[config.mk]
export PLATFORM = sky130hd
export DESIGN_NAME = configurable_crc_engine_top
export DESIGN_NICKNAME = d
export VERILOG_FILES = /design/src/sv/cce_pkg.sv /design/src/sv/configurable_crc_engine_top.sv
export SDC_FILE = /design/constraint.sdc
export NUM_CORES = 1
export LEC_CHECK = 0
export ABC_CLOCK_PERIOD_IN_PS = 16300
export BUFFER_PORTS_ARGS = -buffer_cell sky130_fd_sc_hd__clkbuf_2
export CORE_ASPECT_RATIO = 1.2
export CORE_MARGIN = 3
export CORE_UTILIZATION = 37
export CTS_BUF_LIST = sky130_fd_sc_hd__clkbuf_2 sky130_fd_sc_hd__clkbuf_4 sky130_fd_sc_hd__clkbuf_8
export DETAILED_ROUTE_END_ITERATION = 6
export GPL_TIMING_DRIVEN = 0
export PLACE_DENSITY = 0.49
export RECOVER_POWER = 25
export SYNTH_ARGS = -nofsm -noshare
export SYNTH_HDL_FRONTEND = slang
export SYNTH_SLANG_ARGS = --single-unit
[constraint.sdc]
create_clock -name clk -period 16.3 [get_ports clk]
set_input_delay 1.63 -clock clk [delete_from_list [all_inputs] [get_ports clk]]
set_output_delay 1.63 -clock clk [all_outputs]
set_load 0.03 [all_outputs]
[src/sv/cce_pkg.sv]
`timescale 1ns / 1ps

package cce_pkg;

  // crc width codes
  localparam logic [1:0] WIDTH_8  = 2'd0;
  localparam logic [1:0] WIDTH_16 = 2'd1;
  localparam logic [1:0] WIDTH_32 = 2'd2;

  // configuration register indexes
  localparam int unsigned CFG_INDEX_W = 3;
  localparam logic [CFG_INDEX_W-1:0] REG_WIDTH_CODE    = 3'd0;
  localparam logic [CFG_INDEX_W-1:0] REG_POLY_VALUE    = 3'd1;
  localparam logic [CFG_INDEX_W-1:0] REG_START_VALUE   = 3'd2;
  localparam logic [CFG_INDEX_W-1:0] REG_OUT_XOR_MASK  = 3'd3;
  localparam logic [CFG_INDEX_W-1:0] REG_REFLECT_IN    = 3'd4;
  localparam logic [CFG_INDEX_W-1:0] REG_REFLECT_OUT   = 3'd5;

  // reset configuration
  localparam logic [1:0]  RESET_WIDTH_CODE  = WIDTH_32;
  localparam logic [31:0] RESET_POLY        = 32'h04C1_1DB7;
  localparam logic [31:0] RESET_START       = 32'hFFFF_FFFF;
  localparam logic [31:0] RESET_XOR         = 32'hFFFF_FFFF;
  localparam logic        RESET_REFLECT_IN  = 1'b1;
  localparam logic        RESET_REFLECT_OUT = 1'b1;

  // mask of the active crc bits; the unused code acts as 32 bits
  function automatic logic [31:0] width_mask(logic [1:0] code);
    logic [31:0] m;
    case (code)
      WIDTH_8:  m = 32'h0000_00FF;
      WIDTH_16: m = 32'h0000_FFFF;
      default:  m = 32'hFFFF_FFFF;
    endcase
    return m;
  endfunction

  function automatic logic [7:0] rev8(logic [7:0] v);
    logic [7:0] r;
    for (int i = 0; i < 8; i++) begin
      r[i] = v[7-i];
    end
    return r;
  endfunction

  function automatic logic [31:0] rev32(logic [31:0] v);
    logic [31:0] r;
    for (int i = 0; i < 32; i++) begin
      r[i] = v[31-i];
    end
    return r;
  endfunction

  // fold one byte into the register: xor into top byte, eight shift-xor steps
  function automatic logic [31:0] fold_byte(logic [31:0] crc, logic [7:0] b,
                                            logic [1:0] code, logic [31:0] poly);
    logic [31:0] m;
    logic [31:0] p;
    logic [31:0] r;
    logic        top;
    m = width_mask(code);
    p = poly & m;
    r = crc & m;
    case (code)
      WIDTH_8:  r[7:0]   = r[7:0] ^ b;
      WIDTH_16: r[15:8]  = r[15:8] ^ b;
      default:  r[31:24] = r[31:24] ^ b;
    endcase
    for (int i = 0; i < 8; i++) begin
      case (code)
        WIDTH_8:  top = r[7];
        WIDTH_16: top = r[15];
        default:  top = r[31];
      endcase
      r = top ? (((r << 1) ^ p) & m) : ((r << 1) & m);
    end
    return r;
  endfunction

  // finished value: optional reversal over the width, then final xor
  function automatic logic [31:0] finish_crc(logic [31:0] crc, logic [1:0] code,
                                             logic reflect, logic [31:0] xmask);
    logic [31:0] r;
    r = crc;
    if (reflect) begin
      case (code)
        WIDTH_8:  r = {24'd0, rev8(crc[7:0])};
        WIDTH_16: r = {16'd0, rev8(crc[7:0]), rev8(crc[15:8])};
        default:  r = rev32(crc);
      endcase
    end
    return (r ^ xmask) & width_mask(code);
  endfunction

endpackage

[src/sv/configurable_crc_engine_top.sv]
`timescale 1ns / 1ps

// channel  | ports                                        | direction
// input    | in_valid in_ready in_data_byte in_first_byte | in, one message byte per transfer
//          | in_last_byte                                 |
// result   | out_valid out_ready out_crc_out              | out, one crc per input byte
//          | out_final_mark                               |
// config   | cfg_we cfg_index cfg_wdata                   | in, single cycle write
//
// one byte per cycle while the output is not stalled; the result of a byte is in the output
// register in the cycle after its transfer. the eight shift-xor steps sit in combinational
// logic between the crc register and the output register. synchronous active-low reset
// restores the default crc-32 setup. a stalled output holds its result, and a new byte is
// taken in the cycle the waiting result leaves.

module configurable_crc_engine_top (
  input  logic        clk,
  input  logic        rst_n,
  input  logic        in_valid,
  output logic        in_ready,
  input  logic [7:0]  in_data_byte,
  input  logic        in_first_byte,
  input  logic        in_last_byte,
  output logic        out_valid,
  input  logic        out_ready,
  output logic [31:0] out_crc_out,
  output logic        out_final_mark,
  input  logic        cfg_we,
  input  logic [cce_pkg::CFG_INDEX_W-1:0] cfg_index,
  input  logic [31:0] cfg_wdata
);

  logic [1:0]  width_code_r;
  logic [31:0] poly_value_r;
  logic [31:0] start_value_r;
  logic [31:0] out_xor_mask_r;
  logic        reflect_in_r;
  logic        reflect_out_r;

  logic [31:0] crc_r, crc_nxt;
  logic        out_valid_r;
  logic [31:0] out_crc_r, out_crc_nxt;
  logic        out_final_r;

  logic        in_xfer;
  logic [31:0] crc_base;
  logic [7:0]  byte_in;

  // configuration registers
  always_ff @(posedge clk) begin
    if (!rst_n) begin
      width_code_r   <= cce_pkg::RESET_WIDTH_CODE;
      poly_value_r   <= cce_pkg::RESET_POLY;
      start_value_r  <= cce_pkg::RESET_START;
      out_xor_mask_r <= cce_pkg::RESET_XOR;
      reflect_in_r   <= cce_pkg::RESET_REFLECT_IN;
      reflect_out_r  <= cce_pkg::RESET_REFLECT_OUT;
    end else if (cfg_we) begin
      unique case (cfg_index)
        cce_pkg::REG_WIDTH_CODE:   width_code_r   <= cfg_wdata[1:0];
        cce_pkg::REG_POLY_VALUE:   poly_value_r   <= cfg_wdata;
        cce_pkg::REG_START_VALUE:  start_value_r  <= cfg_wdata;
        cce_pkg::REG_OUT_XOR_MASK: out_xor_mask_r <= cfg_wdata;
        cce_pkg::REG_REFLECT_IN:   reflect_in_r   <= cfg_wdata[0];
        cce_pkg::REG_REFLECT_OUT:  reflect_out_r  <= cfg_wdata[0];
        default: ;
      endcase
    end
  end

  // output register frees up when empty or being drained
  assign in_ready = !out_valid_r || out_ready;
  assign in_xfer  = in_valid && in_ready;

  // crc datapath
  always_comb begin
    crc_base    = in_first_byte ? start_value_r : crc_r;
    byte_in     = reflect_in_r ? cce_pkg::rev8(in_data_byte) : in_data_byte;
    crc_nxt     = cce_pkg::fold_byte(crc_base, byte_in, width_code_r, poly_value_r);
    out_crc_nxt = cce_pkg::finish_crc(crc_nxt, width_code_r, reflect_out_r,
                                      out_xor_mask_r);
  end

  // running crc and output valid
  always_ff @(posedge clk) begin
    if (!rst_n) begin
      crc_r       <= cce_pkg::RESET_START & cce_pkg::width_mask(cce_pkg::RESET_WIDTH_CODE);
      out_valid_r <= 1'b0;
    end else begin
      if (in_xfer) begin
        crc_r <= crc_nxt;
      end
      if (in_xfer) begin
        out_valid_r <= 1'b1;
      end else if (out_ready) begin
        out_valid_r <= 1'b0;
      end
    end
  end

  // result payload
  always_ff @(posedge clk) begin
    if (in_xfer) begin
      out_crc_r   <= out_crc_nxt;
      out_final_r <= in_last_byte;
    end
  end

  assign out_valid      = out_valid_r;
  assign out_crc_out    = out_crc_r;
  assign out_final_mark = out_final_r;

endmodule

# Yosys cells after proc, flatten, opt, wreduce, memory -nomap -nowiden
# Cells that the tools add are included.
[word_totals]
ff_bits = 166
inputBits = 50
[classes]
n_eq_ne = 6
muxes = 26
bitwise_logic = 31
reduce_logical = 13
[op_table]
columns = ["operator", "n"]
rows = [
  ["bitwise AND 32 bit", 19],
  ["2-to-1 mux 32 bit", 10],
  ["bitwise XOR 32 bit", 9],
  ["case mux 32 bit (2 select lines)", 2],
  ["2-to-1 mux 8 bit", 4],
  ["bitwise XOR 8 bit", 3],
  ["case mux 1 bit (2 select lines)", 8],
  ["AND reduction 2 bit", 6],
  ["equality test 3 x 2 -> 1 bit, second input constant", 2],
  ["equality test 3 bit, second input constant", 2],
  ["equality test 3 x 1 -> 1 bit, second input constant", 1],
  ["zero test 3 bit", 1],
  ["equality test 2 x 1 -> 1 bit, second input constant", 1],
  ["zero test 2 bit", 1],
  ["2-to-1 mux 1 bit", 2],
  ["nonzero test 2 bit", 1],
  ["OR reduction 2 bit", 1],
  ["logical AND 1 bit", 1],
  ["zero test 1 bit", 1],
  ["logical OR 1 bit", 1],
]

# Logic depth before layout (Yosys ltp)
# Gate-level depths: netlist of the first run.
[depth]
ltp_word = 33
ltp_mapped = 26
ltp_nobuf = 20

# Worst setup path before layout of the first run
# No wires, ideal clock.
[synth_path]
kind = "input to register"
from = "input in_first_byte"
to = "register out_crc_r[0], in the netlist out_crc_out[0] (data pin)"
setup_ns = 0.260
arrival_ns = 6.807
required_ns = 16.040
setup_slack_ns = 9.233
cell_stages = 24
cell_sequence = "buf_2 > buf_2 > mux2i_1 > xor2_1 > nand4_1 > nand4_1 > mux2i_1 > and2_1 > buf_4 > and4_4 > mux2i_2 > nand3_1 > xnor2_4 > xor2_2 > a211oi_2 > xnor3_1 > a2bb2oi_2 > nor3b_4 > buf_2 > nand2_1 > xor2_1 > mux2i_1 > o31ai_2 > xnor2_1"
[synth_via]
elab_chain_len = 32
[synth_rtl]
columns = ["element", "line", "text"]
rows = [
  ["start, declared", "configurable_crc_engine_top.sv:22", "input logic in_first_byte,"],
  ["2-to-1 mux 32 bit *", "configurable_crc_engine_top.sv:77", "crc_base = in_first_byte ? start_value_r : crc_r;"],
  ["bitwise AND 32 bit *", "cce_pkg.sv:63", "r = crc & m;"],
  ["bitwise XOR 8 bit", "cce_pkg.sv:65", "WIDTH_8: r[7:0] = r[7:0] ^ b;"],
  ["2-to-1 mux 8 bit", "cce_pkg.sv:64", "case (code)"],
  ["bitwise XOR 32 bit", "cce_pkg.sv:75", "r = top ? (((r << 1) ^ p) & m) : ((r << 1) & m);"],
  ["bitwise AND 32 bit", "cce_pkg.sv:75", ""],
  ["2-to-1 mux 32 bit *", "cce_pkg.sv:75", ""],
  ["bitwise XOR 32 bit", "cce_pkg.sv:75", ""],
  ["[... 17 more ...]", "-", ""],
  ["bitwise XOR 32 bit", "cce_pkg.sv:75", ""],
  ["bitwise AND 32 bit", "cce_pkg.sv:75", ""],
  ["2-to-1 mux 32 bit *", "cce_pkg.sv:75", ""],
  ["case mux 32 bit (2 select lines)", "cce_pkg.sv:86", "case (code)"],
  ["2-to-1 mux 32 bit *", "cce_pkg.sv:85", "if (reflect) begin"],
  ["bitwise XOR 32 bit *", "cce_pkg.sv:92", "return (r ^ xmask) & width_mask(code);"],
  ["bitwise AND 32 bit *", "cce_pkg.sv:92", ""],
  ["via out_crc_nxt[0]", "configurable_crc_engine_top.sv:42", "logic [31:0] out_crc_r, out_crc_nxt;"],
  ["end signal, assigned", "configurable_crc_engine_top.sv:104", "out_crc_r <= out_crc_nxt;"],
  ["end, declared", "configurable_crc_engine_top.sv:42", ""],
]
# The timed path passes the listed nets; every way through them passes the cells marked *.
# A chain may end at the register's enable or synchronous reset.

# Worst setup path in the final report of the first run
# Same ends and word-level chain as after synthesis.

==> impl_metrics.yaml, run 1 <==
timing:
  setup_viol: 0
  final_max_slew_viol_count: 41
  rsz0062_at_grt: "no"
  finalCriticalPeriod_ns: 9.04
  slew_headroom: -0.268
  fmax_mhz: 111
  fin_tns_setup_ns: 0
  finClkSkew_ns: 0.0153
  fin_crit_sh: 0.555
  worst_pin_slew_ns: 1.89
  hold_viol: 0
yosys:
  synth-adder-area-share: 0
  ys_types: 91
  ys_ff_latch: 166
  syn_area_mm2: 0.0124
  synth.area.top_cells: "dfxtp_1 21%, xnor2_1 15%, nand2_1 14%"
  synth_ff_type: "dfxtp_1"
  yosys.area_share.simple: 0.268
  synth.avg_cell_area_um2: 7.71
  yosysMostFrequentCell: "nand2_1"
  synth_cells: 1609
  syn_nets: 1659
  yosysSeqAreaShare: 0.294
  synthTopCellsByCount: "475 x nand2_1, 206 x xnor2_1, 133 x dfxtp_1"
  synth_top_area_share: 0.215
  yosysTopAreaCell: "dfxtp_1"
  synth-xor-area-share: 0.221
  synth_top_family_by_area: "simple AND/OR/NAND/NOR gates"
  async_flop_share: 0
  synth_compound_area_frac: 0.107
  ys_warn_count: 0
  synth_edf_count: 33
  muxShareOfSynthArea: 0.0627
clock_network:
  cts_buffers: 17
  clk_pin_slew_ns: 0.09
  postCtsSetupBuffers: 0
  tritoncts: "built"
  clock-root-buffer: "clkbuf_8"
  clock_path_buffers: 2
  cts_max_level: 4
  cts_hold_buf: 0
  cts_sinks: 166
  ctsResizeCount: 0
  clkLatencyLatePin_ns: 0.47
pwr:
  ir_drop_mv: 0.135
  combPwrFrac: 0.642
  p_clk_frac: 0.132
  power.switching_w: 0.00120
  p_int_w: 0.00122
  seqPwrFrac: 0.227
  power.leakage_nw: 5.60
  switching_share: 0.497
  power_density_mw_per_mm2: 176
cells_and_area:
  diodes: 0
  syn_to_final_growth_pct: 10.8
  multi_input_area_mm2: 0.00817
  seq_area_mm2: 0.00365
  fill_cells: 3498
  nets: 1759
  drive_above_1_share: 0.0831
  postLayoutCoreUtil: 0.422
min_path:
  hold_path_class: "reg -> reg"
  hold_depth: 2
setup_path:
  crit_path_end_kind: "flip-flop"
  r2r_end: "out_crc_out[0]"
  r2r_cells: 25
  endpoint: "out_crc_out[0]"
  required_ns: 16.51
  startpoint: "in_first_byte"
  critPathLaunchType: "primary input"
  r2r_start: "reflect_in_r"
  rrSetupSlack_ns: 8.30
  worstPathMaxFanout: 10
  setup.worst_path.class: "in -> reg"
  cp_data_arrival_time_ns: 9.25
floorplan:
  core-area_mm2: 0.0326
  pin_count: 85
  start_util: 0.380
  die-width_um: 173
  fp-row-count: 72
  die-area_mm2: 0.0358
  die_h_um: 207
route:
  ant_nets: 0
  drcViolationCount: 0
  wl_per_cell_um: 23.5
  drtIter0Drc: 962
  first_pass_iters: 6
  vias_per_cell: 5.36
  via_count: 11600
  routed_wl_um: 50900
global_routing:
  globalRouteTotalUtil: 0.283
  grt_pass1_wl_um: 75100
  overflow: 0
  grt_max_degree: 41
  antenna_found_initial: 0
  grt_pass1_vias: 11300
outcome:
  violations: "capacitance limit, slew limit"
  outcome: "complete, but fails checks"
placed_design:
  numPortBuffers: 81
  place_congestion: 0.913
  dpl.hpwl_um: 39700
flow_run:
  drv_cap: 1
[per-stage QoR]
step / cell area, um^2 / setup WS [ns] / cells / hold slack [ns] / power (W)
2_1_floorplan: 12400 / 9.23 / 1609 / 0.435 / 0.00161
3_3_place_gp: 13400 / 6.86 / 2134 / 0.446 / 0.00209
3_5_place_dp: 13400 / 6.94 / 2134 / 0.449 / 0.00207
4_1_cts: 13800 / 7.40 / 2165 / 0.473 / 0.00241
5_1_grt: 13700 / 6.97 / 2165 / 0.496 / 0.00254
6_report: 13700 / 7.26 / 2165 / 0.474 / 0.00242
[worst min-delay path by stage]
stage / start / endpoint / slack [ns]
6_report: start_value_r[14] / start_value_r[14] / 0.47
5_1_grt: start_value_r[22] / start_value_r[22] / 0.50
4_1_cts: start_value_r[14] / start_value_r[14] / 0.47
3_5_place_dp: start_value_r[14] / start_value_r[14] / 0.45
3_3_place_gp: start_value_r[14] / start_value_r[14] / 0.45
2_1_floorplan: start_value_r[14] / start_value_r[14] / 0.44
[cell usage in the layout (no fill, tap or decap), drive strengths merged, types with 4 or more instances in the layout]
cell / count
o211ai: 33
nand2: 476
clkinv: 5
nand4: 12
nor3b: 7
buf: 27
xnor3: 7
nor2b: 4
a21oi: 37
mux2i: 68
nand2b: 10
nor3: 16
xor2: 67
o21ai: 31
a21boi: 19
dfxtp: 133
and2: 6
and4: 6
a21o: 4
inv: 17
and3: 18
a22oi: 4
a211o: 7
nand3: 123
or3: 4
clkbuf: 204
a211oi: 8
o211a: 4
xnor2: 216
o311ai: 4
edfxtp: 33
or2: 4
a31oi: 8
nor2: 52
[power by group through the flow]
| stage | registers (W) | clock network (W) | logic [W] |
|---|---|---|---|
| after floorplan | 0.000625 | 0 | 0.000986 |
| after global placement | 0.000557 | 0 | 0.00153 |
| after detailed placement | 0.000557 | 0 | 0.00152 |
| after CTS | 0.000549 | 0.000326 | 0.00154 |
| after global routing | 0.000556 | 0.000338 | 0.00165 |
| final | 0.000549 | 0.000318 | 0.00155 |
[metal layers]
metal / wire (um) / part of all wire / GRT usage
met5: 0 / 0 / 0
met4: 2280 / 0.045 / 0.128
met3: 2640 / 0.052 / 0.0331
met2: 24400 / 0.48 / 0.489
met1: 21600 / 0.42 / 0.356
[area by class of cell]
| class | count | share of cell area |
|---|---|---|
| multi-input cells | 1297 | 0.594 |
| flip-flops and latches | 166 | 0.266 |
| well taps | 444 | 0.0404 |
| plain buffers | 130 | 0.0381 |
| repair buffers | 81 | 0.0264 |
| clock buffers | 20 | 0.0196 |
| clock inverters | 11 | 0.0108 |
| inverters | 16 | 0.00446 |
[kinds of logic (layout without fill, tap and decap cells)]
| logic type | after synthesis | count (layout) |
|---|---|---|
| AOI/OAI and AO/OA | 187 | 187 |
| xor gates and xnor gates | 290 | 290 |
| buffers and inverters | 146 | 258 |
| DFF | 166 | 166 |
| muxes | 72 | 72 |
| and+or+nand+nor | 748 | 748 |
[worst max-delay path, stage by stage]
cell and delay (ns):
buf_2 0.18, buf_2 0.33, mux2i_1 0.47, xor2_1 0.35
a21oi_1 0.10, o21ai_0 0.83, a21oi_1 0.21, mux2i_1 0.33
xnor2_2 0.14, a211o_1 0.31, xnor3_1 0.57, mux2i_4 0.37
nand2_4 0.15, a211oi_2 0.25, xnor3_1 0.36, a2bb2oi_2 0.29
nor3b_4 0.51, buf_2 0.31, nand2_1 0.09, xor2_1 0.65
mux2i_1 0.18, o31ai_2 0.43, xnor2_1 0.16
[sequential cells by signal, indices dropped and copies added (netlist names), 2 cells and up]
name / count
out_crc_out: 32
crc_r: 32
start_value_r: 32
poly_value_r: 32
out_xor_mask_r: 32
width_code_r: 2
(Power assumes the default switching activity.)
==> run 2: changes to the inputs <==
ABC_AREA = 1   (was default)
ABC_CLOCK_PERIOD_IN_PS = 7900   (was 16300)
PLACE_DENSITY = 0.51   (was 0.49)
clock period = 7.9 ns   (was 16.3 ns; I/O delays follow)
==> impl_metrics.yaml, run 2 <==
pwr:
  p_clk_frac: 0.140
  switching_share: 0.535
  combPwrFrac: 0.635
  power_density_mw_per_mm2: 341
  ir_drop_mv: 0.242
  p_int_w: 0.00228
  seqPwrFrac: 0.224
  power.switching_w: 0.00263
  power.leakage_nw: 7.25
cells_and_area:
  fill_cells: 3823
  multi_input_area_mm2: 0.00822
  instances_no_fill: 2687
  nets: 2270
  syn_to_final_growth_pct: 10.8
  final_cell_mix: "798 x nand2_1, 280 x nand3_1, 138 x inv_1, 133 x dfxtp_1, 112 x nor2_1"
  seq_area_mm2: 0.00365
  final_area_mm2: 0.0144
  final_common_cell: "nand2_1"
  drive_above_1_share: 0.0910
  diodes: 0
min_path:
  hold_path_class: "in -> reg"
  hold_depth: 1
  hold_start: "in_last_byte"
  min_to: "out_final_mark"
setup_path:
  required_ns: 8.15
  crit_path_max_incr_delay_ns: 0.75
  cp_data_arrival_time_ns: 7.66
  rrSetupSlack_ns: 0.49
  worstPathMaxFanout: 10
  r2r_end: "out_crc_out[9]"
  setup.worst_path.class: "reg -> reg"
  critPathMostFrequentCell: "nand2_1"
  crit_path_end_kind: "flip-flop"
  r2r_cells: 36
  cpMaxStageDelayCell: "clkinv_1"
  critPathLaunchType: "flip-flop"
  r2r_start: "poly_value_r[7]"
yosys:
  ys_ff_latch: 166
  syn_area_mm2: 0.0130
  synthTopCellsByCount: "798 x nand2_1, 280 x nand3_1, 137 x inv_1"
  ys_types: 44
  synth_top_area_share: 0.231
  synth.area.top_cells: "nand2_1 23%, dfxtp_1 20%, nand3_1 11%"
  yosysSeqAreaShare: 0.281
  synth_edf_count: 33
  synth_ff_type: "dfxtp_1"
  synth_cells: 2116
  async_flop_share: 0
  yosysTopAreaCell: "nand2_1"
  synth.avg_cell_area_um2: 6.14
  syn_nets: 2166
  ys_warn_count: 0
  yosysMostFrequentCell: "nand2_1"
timing:
  finalCriticalPeriod_ns: 7.41
  finClkSkew_ns: 0.0156
  slew_headroom: -0.250
  setup_viol: 0
  final_max_slew_viol_count: 34
  worst_pin_slew_ns: 1.87
  fin_tns_setup_ns: 0
  fmax_mhz: 135
  hold_viol: 0
  rsz0062_at_grt: "no"
  fin_crit_sh: 0.938
route:
  first_pass_iters: 5
  drcViolationCount: 0
  drtIter0Drc: 1370
  wl_per_cell_um: 21.4
  ant_nets: 0
  via_count: 14400
  vias_per_cell: 5.36
  routed_wl_um: 57600
global_routing:
  grt_max_degree: 34
  antenna_found_initial: 0
  globalRouteTotalUtil: 0.307
  overflow: 0
  grt_pass1_vias: 13200
  grt_pass1_wl_um: 84800
placed_design:
  place_area_mm2: 0.0140
  dp_cells: 2657
  dpl.hpwl_um: 46600
  numPortBuffers: 84
  place_congestion: 0.993
clock_network:
  cts_sinks: 166
  cts_buffers: 17
  ctsResizeCount: 0
  cts_hold_buf: 0
  clkLatencyLatePin_ns: 0.50
  tritoncts: "built"
  clock_path_buffers: 2
  clock-root-buffer: "clkbuf_8"
  clk_pin_slew_ns: 0.09
  cts_max_level: 4
  postCtsSetupBuffers: 0
floorplan:
  core-area_mm2: 0.0344
  pin_count: 85
  die_h_um: 211
  die-area_mm2: 0.0374
  fp-row-count: 74
  die-width_um: 177
  start_util: 0.378
outcome:
  violations: "capacitance limit, slew limit"
  outcome: "complete, but fails checks"
flow_run:
  drv_cap: 1
==> run 2: worst max path at each step <==
stage               startpoint              end  slack [ns]
2_1_floorplan    in_first_byte  out_crc_out[14]        3.14
3_3_place_gp   poly_value_r[7]   out_crc_out[9]        0.57
3_5_place_dp   poly_value_r[7]   out_crc_out[9]        0.60
4_1_cts        poly_value_r[7]   out_crc_out[9]        0.55
5_1_grt        poly_value_r[7]   out_crc_out[9]        0.21
6_report       poly_value_r[7]   out_crc_out[9]        0.49
==> run 2: worst max-delay path: cells and delay by family, from the launching register on <==
kind	cells	cell delay, ns
simple gates	29	4.01
buf+inv	4	1.80
xor+xnor	2	0.54
compound gates	1	0.47
flops	1	0.32
==> run 2: cells by family after synthesis <==
kind of cell / synth area share
xor gates and xnor gates: 0.0910
AOI/OAI and AO/OA: 0.106
muxes: 0.00925
DFF: 0.281
buffers and inverters: 0.0859
and+or+nand+nor: 0.426
==> run 2: power by group through the flow <==
| stage | logic [W] | clock network, W | registers, W |
|---|---|---|---|
| after global routing | 0.00341 | 0.000728 | 0.00112 |
| after floorplan | 0.00194 | 0 | 0.00125 |
| after global placement | 0.00304 | 0 | 0.00112 |
| after CTS | 0.00308 | 0.000700 | 0.00110 |
| after detailed placement | 0.00306 | 0 | 0.00112 |
| final | 0.00312 | 0.000690 | 0.00110 |
==> run 2: cell type report <==
cell class,count,area share
Buffer,108,0.0362
Clock buffer,21,0.0192
Clock inverter,9,0.0104
Inverter,157,0.0413
Multi-Input combinational cell,1685,0.571
Sequential cell,166,0.254
Tap cell,456,0.0396
Timing Repair Buffer,85,0.0281
==> run 2: through the flow <==
stage          utilization  hold WS, ns  setup WS (ns)  power (W)
2_1_floorplan            -        0.424           3.14    0.00319
3_3_place_gp         0.407        0.439          0.566    0.00416
3_5_place_dp         0.408        0.444          0.599    0.00418
4_1_cts              0.420        0.428          0.555    0.00488
5_1_grt              0.419        0.435          0.212    0.00525
6_report             0.419        0.466          0.491    0.00491
==> run 2: routing by layer <==
layer / track usage / wire length, um
met5: 0 / 0
met4: 0.153 / 3210
met3: 0.0401 / 3280
met2: 0.502 / 26500
met1: 0.399 / 24600
